**src/design/assert_macros.svh**
```systemverilog
// ----------------------------------------------------------------------------
// assert_macros.svh
// Concurrent assertion helpers used by the encoder run tracker (qdre_run)
// ----------------------------------------------------------------------------
`ifndef ASSERT_MACROS_SVH
`define ASSERT_MACROS_SVH

// condition holds at every clock edge outside reset
`define ASSERT_ALWAYS(lbl, clk, rst, cond, msg) \
  lbl: assert property (@(posedge clk) disable iff (rst) (cond)) else $error(msg);

// antecedent implies consequent in the same cycle
`define ASSERT_IMPL(lbl, clk, rst, ante, cons, msg) \
  lbl: assert property (@(posedge clk) disable iff (rst) (ante) |-> (cons)) \
    else $error(msg);

// antecedent implies consequent in the next cycle
`define ASSERT_NEXT(lbl, clk, rst, ante, cons, msg) \
  lbl: assert property (@(posedge clk) disable iff (rst) (ante) |=> (cons)) \
    else $error(msg);

`endif

```
**src/design/qdre_pkg.sv**
```systemverilog
`timescale 1ns / 1ps
// ----------------------------------------------------------------------------
// qdre_pkg
// Types and constants of the quantized delta run encoder
// ----------------------------------------------------------------------------
package qdre_pkg;

  localparam int MAX_VERTICES = 65536;
  localparam int CNT_W        = $clog2(MAX_VERTICES);
  localparam logic [CNT_W-1:0] VERTEX_LIMIT = CNT_W'(MAX_VERTICES - 1);

  localparam int COORD_W = 24;
  localparam int DIFF_W  = COORD_W + 1;
  localparam int CLAMP_W = 19;
  localparam int PROD_W  = 27;
  localparam int DELTA_W = 8;
  localparam int IDX_W   = 16;
  localparam int LEN_W   = 16;

  // clamp window is +/- 2.0 in Q.16
  localparam logic signed [DIFF_W-1:0]  CLAMP_HI    = 25'sd131072;
  localparam logic signed [DIFF_W-1:0]  CLAMP_LO    = -25'sd131072;
  localparam logic signed [PROD_W-1:0]  QUANT_SCALE = 27'sd127;
  localparam logic signed [PROD_W-1:0]  QUANT_ROUND = 27'sd65536;
  localparam int                        QUANT_SHIFT = 17;
  localparam logic signed [PROD_W-1:0]  TRUNC_BIAS  = 27'sd131071;

  // output queue depth, power of two
  localparam int QUEUE_DEPTH = 4;
  localparam int QPTR_W      = $clog2(QUEUE_DEPTH);

  localparam int S_TDATA_W = 144;
  localparam int M_TDATA_W = 80;

  typedef struct packed {
    logic             has_vertex;
    logic [IDX_W-1:0] vertex_index;
    logic [IDX_W-1:0] run_start;
    logic [DELTA_W-1:0] delta_x;
    logic [DELTA_W-1:0] delta_y;
    logic [DELTA_W-1:0] delta_z;
    logic             run_end;
    logic [LEN_W-1:0] run_length;
    logic             frame_done;
  } result_t;

  // results handed to the output queue by one processed vertex
  typedef struct packed {
    logic [1:0] count;
    result_t    res0;
    result_t    res1;
  } push_t;

endpackage

```
**src/design/qdre_quant.sv**
```systemverilog
`timescale 1ns / 1ps
// ----------------------------------------------------------------------------
// qdre_quant
// One axis: difference, clamp to +/-2.0, scale by 127/2^17 plus a half-step offset, truncate toward zero
// ----------------------------------------------------------------------------
module qdre_quant (
  input  logic signed [qdre_pkg::COORD_W-1:0] pos,
  input  logic signed [qdre_pkg::COORD_W-1:0] base,
  output logic signed [qdre_pkg::DELTA_W-1:0] q
);
  import qdre_pkg::*;

  logic signed [DIFF_W-1:0]  diff;
  logic signed [CLAMP_W-1:0] clamped;
  logic signed [PROD_W-1:0]  prod;
  logic signed [PROD_W-1:0]  biased;

  always_comb begin
    diff = DIFF_W'(pos) - DIFF_W'(base);
    if (diff > CLAMP_HI) begin
      clamped = CLAMP_W'(CLAMP_HI);
    end else if (diff < CLAMP_LO) begin
      clamped = CLAMP_W'(CLAMP_LO);
    end else begin
      clamped = diff[CLAMP_W-1:0];
    end
    prod = PROD_W'(clamped) * QUANT_SCALE + QUANT_ROUND;
    // shift rounds down, so bias negatives to get truncation toward zero
    biased = prod[PROD_W-1] ? prod + TRUNC_BIAS : prod;
    q = biased[QUANT_SHIFT+DELTA_W-1:QUANT_SHIFT];
  end

endmodule

```
**src/design/qdre_run.sv**
```systemverilog
`timescale 1ns / 1ps
// ----------------------------------------------------------------------------
// qdre_run
// Run tracking: holds one vertex back and forms up to two results per vertex
// ----------------------------------------------------------------------------
`include "assert_macros.svh"

module qdre_run (
  input  logic                              clk,
  input  logic                              rst,
  input  logic                              proc,
  input  logic [3*qdre_pkg::DELTA_W-1:0]    deltas,
  input  logic                              frame_end,
  output qdre_pkg::push_t                   push
);
  import qdre_pkg::*;

  logic [CNT_W-1:0]       vertex_counter, vertex_counter_next;
  logic                   in_run, in_run_next;
  logic [CNT_W-1:0]       current_run_start, current_run_start_next;
  logic [LEN_W-1:0]       current_run_length, current_run_length_next;
  logic                   held_valid, held_valid_next;
  logic [3*DELTA_W-1:0]   held_deltas, held_deltas_next;
  logic [CNT_W-1:0]       held_index, held_index_next;

  logic    active;
  logic    nonzero;
  logic    emit_a;
  result_t res_a;
  result_t res_b;

  function automatic result_t make_result(
    input logic             hv,
    input logic [CNT_W-1:0] idx,
    input logic [CNT_W-1:0] rs,
    input logic [3*DELTA_W-1:0] d,
    input logic             re,
    input logic [LEN_W-1:0] rl
  );
    result_t r;
    r.has_vertex   = hv;
    r.vertex_index = IDX_W'(idx);
    r.run_start    = IDX_W'(rs);
    r.delta_x      = d[DELTA_W-1:0];
    r.delta_y      = d[2*DELTA_W-1:DELTA_W];
    r.delta_z      = d[3*DELTA_W-1:2*DELTA_W];
    r.run_end      = re;
    r.run_length   = re ? rl : '0;
    r.frame_done   = 1'b0;
    return r;
  endfunction

  always_comb begin
    active  = vertex_counter < VERTEX_LIMIT;
    nonzero = deltas != '0;

    vertex_counter_next     = vertex_counter;
    in_run_next             = in_run;
    current_run_start_next  = current_run_start;
    current_run_length_next = current_run_length;
    held_valid_next         = held_valid;
    held_deltas_next        = held_deltas;
    held_index_next         = held_index;

    emit_a = 1'b0;
    res_a  = make_result(1'b1, held_index, current_run_start, held_deltas,
                         !nonzero, current_run_length);

    if (active) begin
      emit_a = held_valid;
      if (nonzero) begin
        if (!in_run) begin
          in_run_next             = 1'b1;
          current_run_start_next  = vertex_counter;
          current_run_length_next = LEN_W'(1);
        end else begin
          current_run_length_next = current_run_length + LEN_W'(1);
        end
        held_valid_next  = 1'b1;
        held_deltas_next = deltas;
        held_index_next  = vertex_counter;
      end else begin
        held_valid_next = 1'b0;
        in_run_next     = 1'b0;
      end
      vertex_counter_next = vertex_counter + CNT_W'(1);
    end

    // flush result: the vertex still held, or an empty frame marker
    res_b = held_valid_next
          ? make_result(1'b1, held_index_next, current_run_start_next,
                        held_deltas_next, 1'b1, current_run_length_next)
          : make_result(1'b0, '0, '0, '0, 1'b0, '0);
    res_b.frame_done = 1'b1;

    push.res0  = res_a;
    push.res1  = res_b;
    push.count = 2'd0;
    if (proc) begin
      if (frame_end) begin
        if (emit_a && held_valid_next) begin
          push.count = 2'd2;
        end else if (emit_a) begin
          push.res0.frame_done = 1'b1;
          push.count = 2'd1;
        end else begin
          push.res0  = res_b;
          push.count = 2'd1;
        end
      end else begin
        push.count = emit_a ? 2'd1 : 2'd0;
      end
    end

    if (frame_end) begin
      vertex_counter_next     = '0;
      in_run_next             = 1'b0;
      current_run_start_next  = '0;
      current_run_length_next = '0;
      held_valid_next         = 1'b0;
      held_deltas_next        = '0;
      held_index_next         = '0;
    end
  end

  always_ff @(posedge clk) begin
    if (rst) begin
      vertex_counter     <= '0;
      in_run             <= 1'b0;
      current_run_start  <= '0;
      current_run_length <= '0;
      held_valid         <= 1'b0;
      held_deltas        <= '0;
      held_index         <= '0;
    end else if (proc) begin
      vertex_counter     <= vertex_counter_next;
      in_run             <= in_run_next;
      current_run_start  <= current_run_start_next;
      current_run_length <= current_run_length_next;
      held_valid         <= held_valid_next;
      held_deltas        <= held_deltas_next;
      held_index         <= held_index_next;
    end
  end

  `ASSERT_ALWAYS(a_held_tracks_run, clk, rst, held_valid == in_run, "held vertex and run flag disagree")
  `ASSERT_IMPL(a_pair_shape, clk, rst, push.count == 2'd2, push.res0.has_vertex && !push.res0.run_end && push.res1.run_end && push.res1.frame_done, "two-result transaction malformed")
  `ASSERT_NEXT(a_frame_clears, clk, rst, proc && frame_end, vertex_counter == '0 && !held_valid, "state not cleared after frame end")

endmodule

```
**src/design/qdre_outq.sv**
```systemverilog
`timescale 1ns / 1ps
// ----------------------------------------------------------------------------
// qdre_outq
// Small result queue: up to two writes and one read per cycle
// ----------------------------------------------------------------------------
module qdre_outq (
  input  logic              clk,
  input  logic              rst,
  input  qdre_pkg::push_t   push,
  output logic              room,
  output logic              pop_valid,
  input  logic              pop_ready,
  output qdre_pkg::result_t pop_data
);
  import qdre_pkg::*;

  result_t           entries [QUEUE_DEPTH];
  logic [QPTR_W-1:0] wr_ptr;
  logic [QPTR_W-1:0] rd_ptr;
  logic [QPTR_W:0]   count;
  logic              pop;

  assign pop_valid = count != '0;
  assign pop_data  = entries[rd_ptr];
  assign pop       = pop_valid && pop_ready;
  // space for a full two-result transaction
  assign room      = count <= (QPTR_W+1)'(QUEUE_DEPTH - 2);

  always_ff @(posedge clk) begin
    if (push.count != 2'd0) begin
      entries[wr_ptr] <= push.res0;
    end
    if (push.count == 2'd2) begin
      entries[wr_ptr + QPTR_W'(1)] <= push.res1;
    end
  end

  always_ff @(posedge clk) begin
    if (rst) begin
      wr_ptr <= '0;
      rd_ptr <= '0;
      count  <= '0;
    end else begin
      wr_ptr <= wr_ptr + QPTR_W'(push.count);
      if (pop) begin
        rd_ptr <= rd_ptr + QPTR_W'(1);
      end
      count <= count + (QPTR_W+1)'(push.count) - (QPTR_W+1)'(pop);
    end
  end

endmodule

```
**src/design/quantized_delta_run_encoder_core.sv**
```systemverilog
`timescale 1ns / 1ps
// ----------------------------------------------------------------------------
// quantized_delta_run_encoder_core
// Quantizes vertex deltas and emits nonzero vertices as indexed runs
// ----------------------------------------------------------------------------
// path: the vertex that releases a result is registered in the input stage,
//   then its results are written to the result queue; throughput: one vertex
//   per cycle while the 4-entry result queue has room for two results
// reset: rst synchronous active high, clears counter, run state and queue
module quantized_delta_run_encoder_core (
  input  logic                              clk,
  input  logic                              rst,
  input  logic                              s_tvalid,
  output logic                              s_tready,
  // pos_x, pos_y, pos_z, base_x, base_y, base_z
  input  logic [qdre_pkg::S_TDATA_W-1:0]    s_tdata,
  input  logic                              s_tlast,
  output logic                              m_tvalid,
  input  logic                              m_tready,
  // vertex_index, run_start, delta_x, delta_y, delta_z, run_end, run_length
  output logic [qdre_pkg::M_TDATA_W-1:0]    m_tdata,
  // has_vertex
  output logic                              m_tuser,
  output logic                              m_tlast
);
  import qdre_pkg::*;

  logic signed [DELTA_W-1:0] qx, qy, qz;
  logic                      s1_valid;
  logic [3*DELTA_W-1:0]      s1_deltas;
  logic                      s1_last;
  logic                      proc;
  logic                      room;
  push_t                     push;
  result_t                   head;

  qdre_quant u_quant_x (
    .pos (s_tdata[COORD_W-1:0]),
    .base(s_tdata[4*COORD_W-1:3*COORD_W]),
    .q   (qx)
  );

  qdre_quant u_quant_y (
    .pos (s_tdata[2*COORD_W-1:COORD_W]),
    .base(s_tdata[5*COORD_W-1:4*COORD_W]),
    .q   (qy)
  );

  qdre_quant u_quant_z (
    .pos (s_tdata[3*COORD_W-1:2*COORD_W]),
    .base(s_tdata[6*COORD_W-1:5*COORD_W]),
    .q   (qz)
  );

  assign proc     = s1_valid && room;
  assign s_tready = !s1_valid || proc;

  always_ff @(posedge clk) begin
    if (rst) begin
      s1_valid <= 1'b0;
    end else if (s_tvalid && s_tready) begin
      s1_valid <= 1'b1;
    end else if (proc) begin
      s1_valid <= 1'b0;
    end
  end

  always_ff @(posedge clk) begin
    if (s_tvalid && s_tready) begin
      s1_deltas <= {qz, qy, qx};
      s1_last   <= s_tlast;
    end
  end

  qdre_run u_run (
    .clk      (clk),
    .rst      (rst),
    .proc     (proc),
    .deltas   (s1_deltas),
    .frame_end(s1_last),
    .push     (push)
  );

  qdre_outq u_outq (
    .clk      (clk),
    .rst      (rst),
    .push     (push),
    .room     (room),
    .pop_valid(m_tvalid),
    .pop_ready(m_tready),
    .pop_data (head)
  );

  assign m_tdata = {7'd0, head.run_length, head.run_end, head.delta_z, head.delta_y,
                    head.delta_x, head.run_start, head.vertex_index};
  assign m_tuser = head.has_vertex;
  assign m_tlast = head.frame_done;

endmodule

```
**config.mk**
```make
export PLATFORM = sky130hd
export DESIGN_NAME = quantized_delta_run_encoder_core
export DESIGN_NICKNAME = d
export VERILOG_FILES = /design/src/design/qdre_pkg.sv /design/src/design/qdre_quant.sv /design/src/design/qdre_run.sv /design/src/design/qdre_outq.sv /design/src/design/quantized_delta_run_encoder_core.sv
export VERILOG_INCLUDE_DIRS = /design/src /design/src/design
export SDC_FILE = /design/constraint.sdc
export NUM_CORES = 2
export LEC_CHECK = 0
export ABC_AREA = 1
export CORE_UTILIZATION = 60
export CTS_CLUSTER_SIZE = 14
export DETAILED_ROUTE_END_ITERATION = 7
export DONT_BUFFER_PORTS = 1
export PLACE_DENSITY = 0.75
export SLEW_MARGIN = 20
export SYNTH_ARGS = -nofsm -noshare
export SYNTH_HDL_FRONTEND = slang
export SYNTH_HIERARCHICAL = 1
export SYNTH_SLANG_ARGS = --single-unit
export TNS_END_PERCENT = 1
```
**constraint.sdc**
```tcl
create_clock -name clk -period 14.2 [get_ports clk]
set_input_delay 0.71 -clock clk [delete_from_list [all_inputs] [get_ports clk]]
set_output_delay 0.71 -clock clk [all_outputs]
set_load 0.005 [all_outputs]
```
Word level (Yosys, flattened, before mapping)

Memory sizes are Yosys's and may differ from the RTL's. A register that Yosys moved wholly into a read port is not among the register bits.
Cells that the tools add are included.

Mux-type cells: 48
Equal/unequal tests: 1
Reductions and logical operators: 13
Order comparisons: 8
$add $sub $neg: 16
Multipliers: 3

Operators with widths:

| cell                                                                    | count |
|---|---|
| 75-bit 2-to-1 mux                                                       | 3 |
| 16-bit 2-to-1 mux                                                       | 14 |
| 19-bit 2-to-1 mux                                                       | 6 |
| 27-bit by 18-bit adder with 27-bit output (second input constant)       | 3 |
| 19-bit by 8-bit multiplier with 27-bit output (second input constant)   | 3 |
| 77-bit 2-to-1 mux                                                       | 1 |
| 25-bit by 18-bit adder with 25-bit output (second input constant)       | 3 |
| 25-bit by 19-bit > comparator with 1-bit output (second input constant) | 3 |
| 25-bit by 18-bit < comparator with 1-bit output (second input constant) | 3 |
| 25-bit 2-to-1 mux                                                       | 3 |
| 24-bit by 24-bit subtractor with 25-bit output                          | 3 |
| 74-bit 2-to-1 mux                                                       | 1 |
| 24-bit 2-to-1 mux                                                       | 3 |
| 16-bit by 1-bit adder with 16-bit output (second input constant)        | 2 |
| 24-bit nonzero test                                                     | 1 |
| 16-bit < comparator (second input constant)                             | 1 |
| 1-bit 2-to-1 mux                                                        | 13 |
| 2-bit 2-to-1 mux                                                        | 4 |
| 2-bit nonzero test                                                      | 3 |
| 2-bit by 1-bit adder with 2-bit output (second input constant)          | 2 |
| 1-bit logical AND                                                       | 4 |
| 3-bit by 2-bit adder with 3-bit output                                  | 1 |
| 3-bit by 2-bit <= comparator with 1-bit output (second input constant)  | 1 |
| 3-bit nonzero test                                                      | 1 |
| other kinds (6)                                                         | 7 |

Bits of input ports: 149
Memories: 1
Logic and storage cells: 103
Register bits after elaboration: 123
Bits in writable memories: 300
Output and inout bits: 84

Memory list:

| memory         | words | bits a word | rd ports | clocked after Yosys merged registers in | write ports | RTL line        | source |
|---|---|---|---|---|---|---|---|
| u_outq.entries | 4     | 75          | 1        | 1                                       | 2           | qdre_outq.sv:17 | `result_t entries [QUEUE_DEPTH];` |

Longest topological paths before layout

Word-level depth: 12
Gate-level depth with buffers: 50
Gate-level depth less buffers: 50

Cells and area by module

The synthesis kept the hierarchy.

By module, submodules not included:

| module                           | cells each | instances | sequential area each (sq um) | area an instance (sq um) |
|---|---|---|---|---|
| qdre_outq                        | 1,538      | 1         | 9,188.8                      | 14,751.6 |
| qdre_quant (u_quant_x)           | 996        | 1         | 0.0                          | 6,388.6 |
| qdre_quant (u_quant_z)           | 1,003      | 1         | 0.0                          | 6,386.1 |
| qdre_run                         | 1,111      | 1         | 1,801.7                      | 6,376.1 |
| qdre_quant (u_quant_y)           | 955        | 1         | 0.0                          | 6,282.3 |
| quantized_delta_run_encoder_core | 41         | 1         | 770.7                        | 862.1 |

Worst setup path before layout

OpenSTA, ideal clock, no wires.

Path type: reg-to-reg
Start: reg u_outq.count[0]
End: mem u_outq/entries[3][0] (netlist bit), enable pin
Buffers on the path: 1
Required time: 13,580 ps
Path slack: 6,197 ps
Clock period less this slack: 8,003 ps
Setup time: 620 ps
Arrival time: 7,384 ps
Cell stages (with the launch flop): 11
Cells stage by stage: dfxtp_1 a21oi_1 nand2_1 inv_1 buf_2 inv_2 nor2_1 inv_1 o21ai_0 nor2_1 o31ai_1

RTL lines:

| what                   | RTL line        | source |
|---|---|---|
| from (decl)            | qdre_outq.sv:20 | `logic [QPTR_W:0] count;` |
| from (signal assigned) | qdre_outq.sv:48 | `count <= count + (QPTR_W+1)'(push.count) - (QPTR_W+1)'(pop);` |
| to (decl)              | qdre_outq.sv:17 |  |

Worst setup path in the final report

Start: in s_tdata[0] (netlist bit)
End: reg s1_deltas[7], data pin

Cells in the longest elaborated chain, start to end: 8
Elaborated cells between the ends (all ways): 9
Classes of those cells: 3 x add/sub; 1 x mul; 2 x order compare; 3 x mux

RTL lines:

| what                                               | RTL line                               | source |
|---|---|---|
| from (decl)                                        | quantized_delta_run_encoder_core.sv:16 | `input logic [qdre_pkg::S_TDATA_W-1:0] s_tdata,` |
| 24-bit by 24-bit subtractor with 25-bit output (*) | qdre_quant.sv:19                       | `diff = DIFF_W'(pos) - DIFF_W'(base);` |
| 25-bit by 18-bit < comparator with 1-bit output    | qdre_quant.sv:22                       | `end else if (diff < CLAMP_LO) begin` |
| 19-bit 2-to-1 mux                                  | qdre_quant.sv:22                       |  |
| 19-bit 2-to-1 mux (*)                              | qdre_quant.sv:20                       | `if (diff > CLAMP_HI) begin` |
| 19-bit by 8-bit multiplier with 27-bit output (*)  | qdre_quant.sv:27                       | `prod = PROD_W'(clamped) * QUANT_SCALE + QUANT_ROUND;` |
| 27-bit by 18-bit adder with 27-bit output (*)      | qdre_quant.sv:27                       |  |
| 25-bit by 18-bit adder with 25-bit output          | qdre_quant.sv:29                       | `biased = prod[PROD_W-1] ? prod + TRUNC_BIAS : prod;` |
| 25-bit 2-to-1 mux (*)                              | qdre_quant.sv:29                       |  |
| via qx[7]                                          | quantized_delta_run_encoder_core.sv:28 | `logic signed [DELTA_W-1:0] qx, qy, qz;` |
| to (signal assigned)                               | quantized_delta_run_encoder_core.sv:70 | `s1_deltas <= {qz, qy, qx};` |
| to (decl)                                          | quantized_delta_run_encoder_core.sv:30 | `logic [3*DELTA_W-1:0] s1_deltas;` |

The timed path passes the listed nets; every way through them passes the cells marked *.
A chain may end at the register's enable or synchronous reset.

==> flow_summary.yaml <==
worst_setup_path:
  cp-start-kind: "input port"
  crit_type: "input port to flip-flop"
  cpMaxStageDelayCell: "a21oi_1"
  cp.required_ps: 14500
  ff2ff_path_depth: 11
  endpoint_kind: "flip-flop"
  worstPathArrival_ps: 7700
  slowest_delay_ps: 590
  cp_max_fo: 13
worst_hold_path:
  holdPathStages: 1
  worstHoldPathType: "input port to flip-flop"
clocking:
  cts.repair.resized: 0
  numClockSinks: 425
  cts_buffers: 41
  postCtsHoldBufs: 0
  clockBufferDepth: 3
  path_clk_slew_ps: 60
  ctsRootBufferMaster: "clkbuf_16"
  cts_tree: "yes"
  cts_post_setup_buffers_inserted: 0
  clock_latency_ps: 540
  htreeDepth: 2
sta:
  hold_viol_final: 0
  finalCritPeriodShare: 0.521
  maxSlewViolCount: 0
  tns_ps: 0
  slew_headroom: 0.276
  layout_setup_ws_ps: 6810
  fin_crit_ps: 7390
  max_freq_mhz: 135
  rsz0062_at_grt: "false"
  skew_ps: 13.4
  worstMarginPinSlew_ps: 1090
  finalSetupViolCount: 0
floorplanning:
  die_area_um2: 69500
  start_util: 0.609
  ios: 233
  dieHeight_um: 264
  rows: 95
  fp.dieW_um: 264
  coreArea_um2: 67400
synthesis:
  synth_cell_types: 63
  netlist.top_cell.by_area: "edfxtp_1"
  netlist_top_cells_count: "nand2_1, inv_1, nor2_1"
  synthFlopType: "edfxtp_1"
  netlist.area_leader.share: 0.238
  ys_ff_latch: 425
  yosys_warnings: 6
  ys_seq_area_frac: 0.287
  syn_inst: 5644
  synth_edf_count: 325
  avgSynthCellArea_um2: 7.27
  synth_most_common_cell: "nand2_1"
  synth_area_um2: 41000
  async_reset_ff_frac: 0
  synthTopCellsByArea: "edfxtp_1, nand2_1, fa_1, inv_1, ha_1"
global_routing:
  grt.overflow.total: 0
  grt_max_degree: 109
  track_usage: 0.280
  grt_pass1_wl_um: 161000
  grt_pass1_vias: 33451
  antenna_found_initial: 0
finish:
  diodes: 0
  drive_gt1_frac: 0.0470
  area_growth_syn_to_layout_pct: 4.33
  fin_nets: 6170
detailed_routing:
  drt_iter0_markers: 2646
  ant_nets: 0
  wirelength_um: 97700
  post-route-drc-count: 0
  via_per_inst: 5.44
  wl_per_cell_um: 15.2
  num_vias: 34925
  dr.pass1.iters: 8
place:
  gp_congestion: 0.936
  dp_hpwl_um: 70000
  port_buffers: 0
  dp_slack_ps: 6250
job:
  cap_violations: 0
outcome:
  status: "finished clean"
power:
  vdd_drop_max_v: 0.000147
  power_leakage_nw: 20.1
  p_per_area_nw_per_um2: 187
sequential cells by signal, summed over array words and instances (netlist names), 2 cells and up, named ones only:
register                  flops
u_outq/entries              300
u_run/held_index             16
u_outq/rd_ptr                 2
u_run/current_run_start      16
u_run/vertex_counter         16
u_run/held_deltas            24
s1_deltas                    24
u_outq/wr_ptr                 2
u_run/current_run_length     16
u_outq/count                  3
worst max-delay path, delay by kind of cell:
kind | cells | cell delay, ps
buf+inv | 7 | 440
xor+xnor | 1 | 200
compound gates | 4 | 1220
fa+ha+maj | 7 | 3130
simple gates | 18 | 1970
worst paths after layout:
kind	from	to	slack, ps
max	s_tdata[0]	s1_deltas[7]	6810
min	rst	s1_valid	250
max reg2reg	u_run/vertex_counter[0]	u_outq/entries[0][22]	9160
min reg2reg	u_run/current_run_start[14]	u_run/current_run_start[14]	460
per-layer routing:
metal  GRT usage  wire length [um]
met3      0.0258              5850
met5           0                 0
met2       0.508             48000
met1       0.354             41600
met4      0.0770              2360
final cells by class:
cell class                 instances  area, um^2
fill                            6022       24600
sequential                       425       11800
tap                              873        1090
multi-input combinational       3905       24200
clock buffer                      62        1170
clock inverter                    11         144
timing repair buffer              23         200
inverter                        1126        4250
kinds of logic (layout without fill, tap and decap cells):
group / Yosys count / in the layout / synth area share
AND/OR/NAND/NOR: 2318 / 2318 / 0.237
buffers and inverters: 1320 / 1222 / 0.127
AO/OA/AOI/OAI: 986 / 986 / 0.130
adder cells (fa/ha/maj): 499 / 499 / 0.198
flip-flops: 425 / 425 / 0.287
XOR/XNOR: 91 / 91 / 0.0202
other: 5 / 11 / 0.000457
where the power goes:
group / switching (W) / leakage, nW / total, W / internal (W)
Combinational: 0.00344 / 15.7 / 0.00535 / 0.00190
Sequential: 0.0000473 / 3.78 / 0.00160 / 0.00155
Clock: 0.000450 / 0.643 / 0.00108 / 0.000627
through the flow:
stage	util	cells	power, W	area [um^2]	hold slack, ps
after CTS	0.635	6424	0.00805	42800	227
after floorplan	-	5650	0.00588	41100	445
after global routing	0.635	6425	0.00893	42800	226
after detailed placement	0.615	6351	0.00695	41500	453
after global placement	0.615	6351	0.00682	41500	448
final	0.635	6425	0.00802	42800	249
cells in the final DEF, fill, tap and decap left out, types with 27 or more instances in the layout:
master     instances
nand2_1         1392
o211ai_1          32
nand3_1          209
nand2_2           42
a21oi_1          213
xor2_1            55
o22ai_1           93
dfxtp_1           98
nand4_1           88
o21ai_0          290
xnor2_1           33
edfxtp_1         325
clkbuf_16         41
inv_2             27
o21ai_1          288
ha_1             246
nor2_1           461
inv_1           1089
fa_1             253
(Power assumes the default switching activity.)
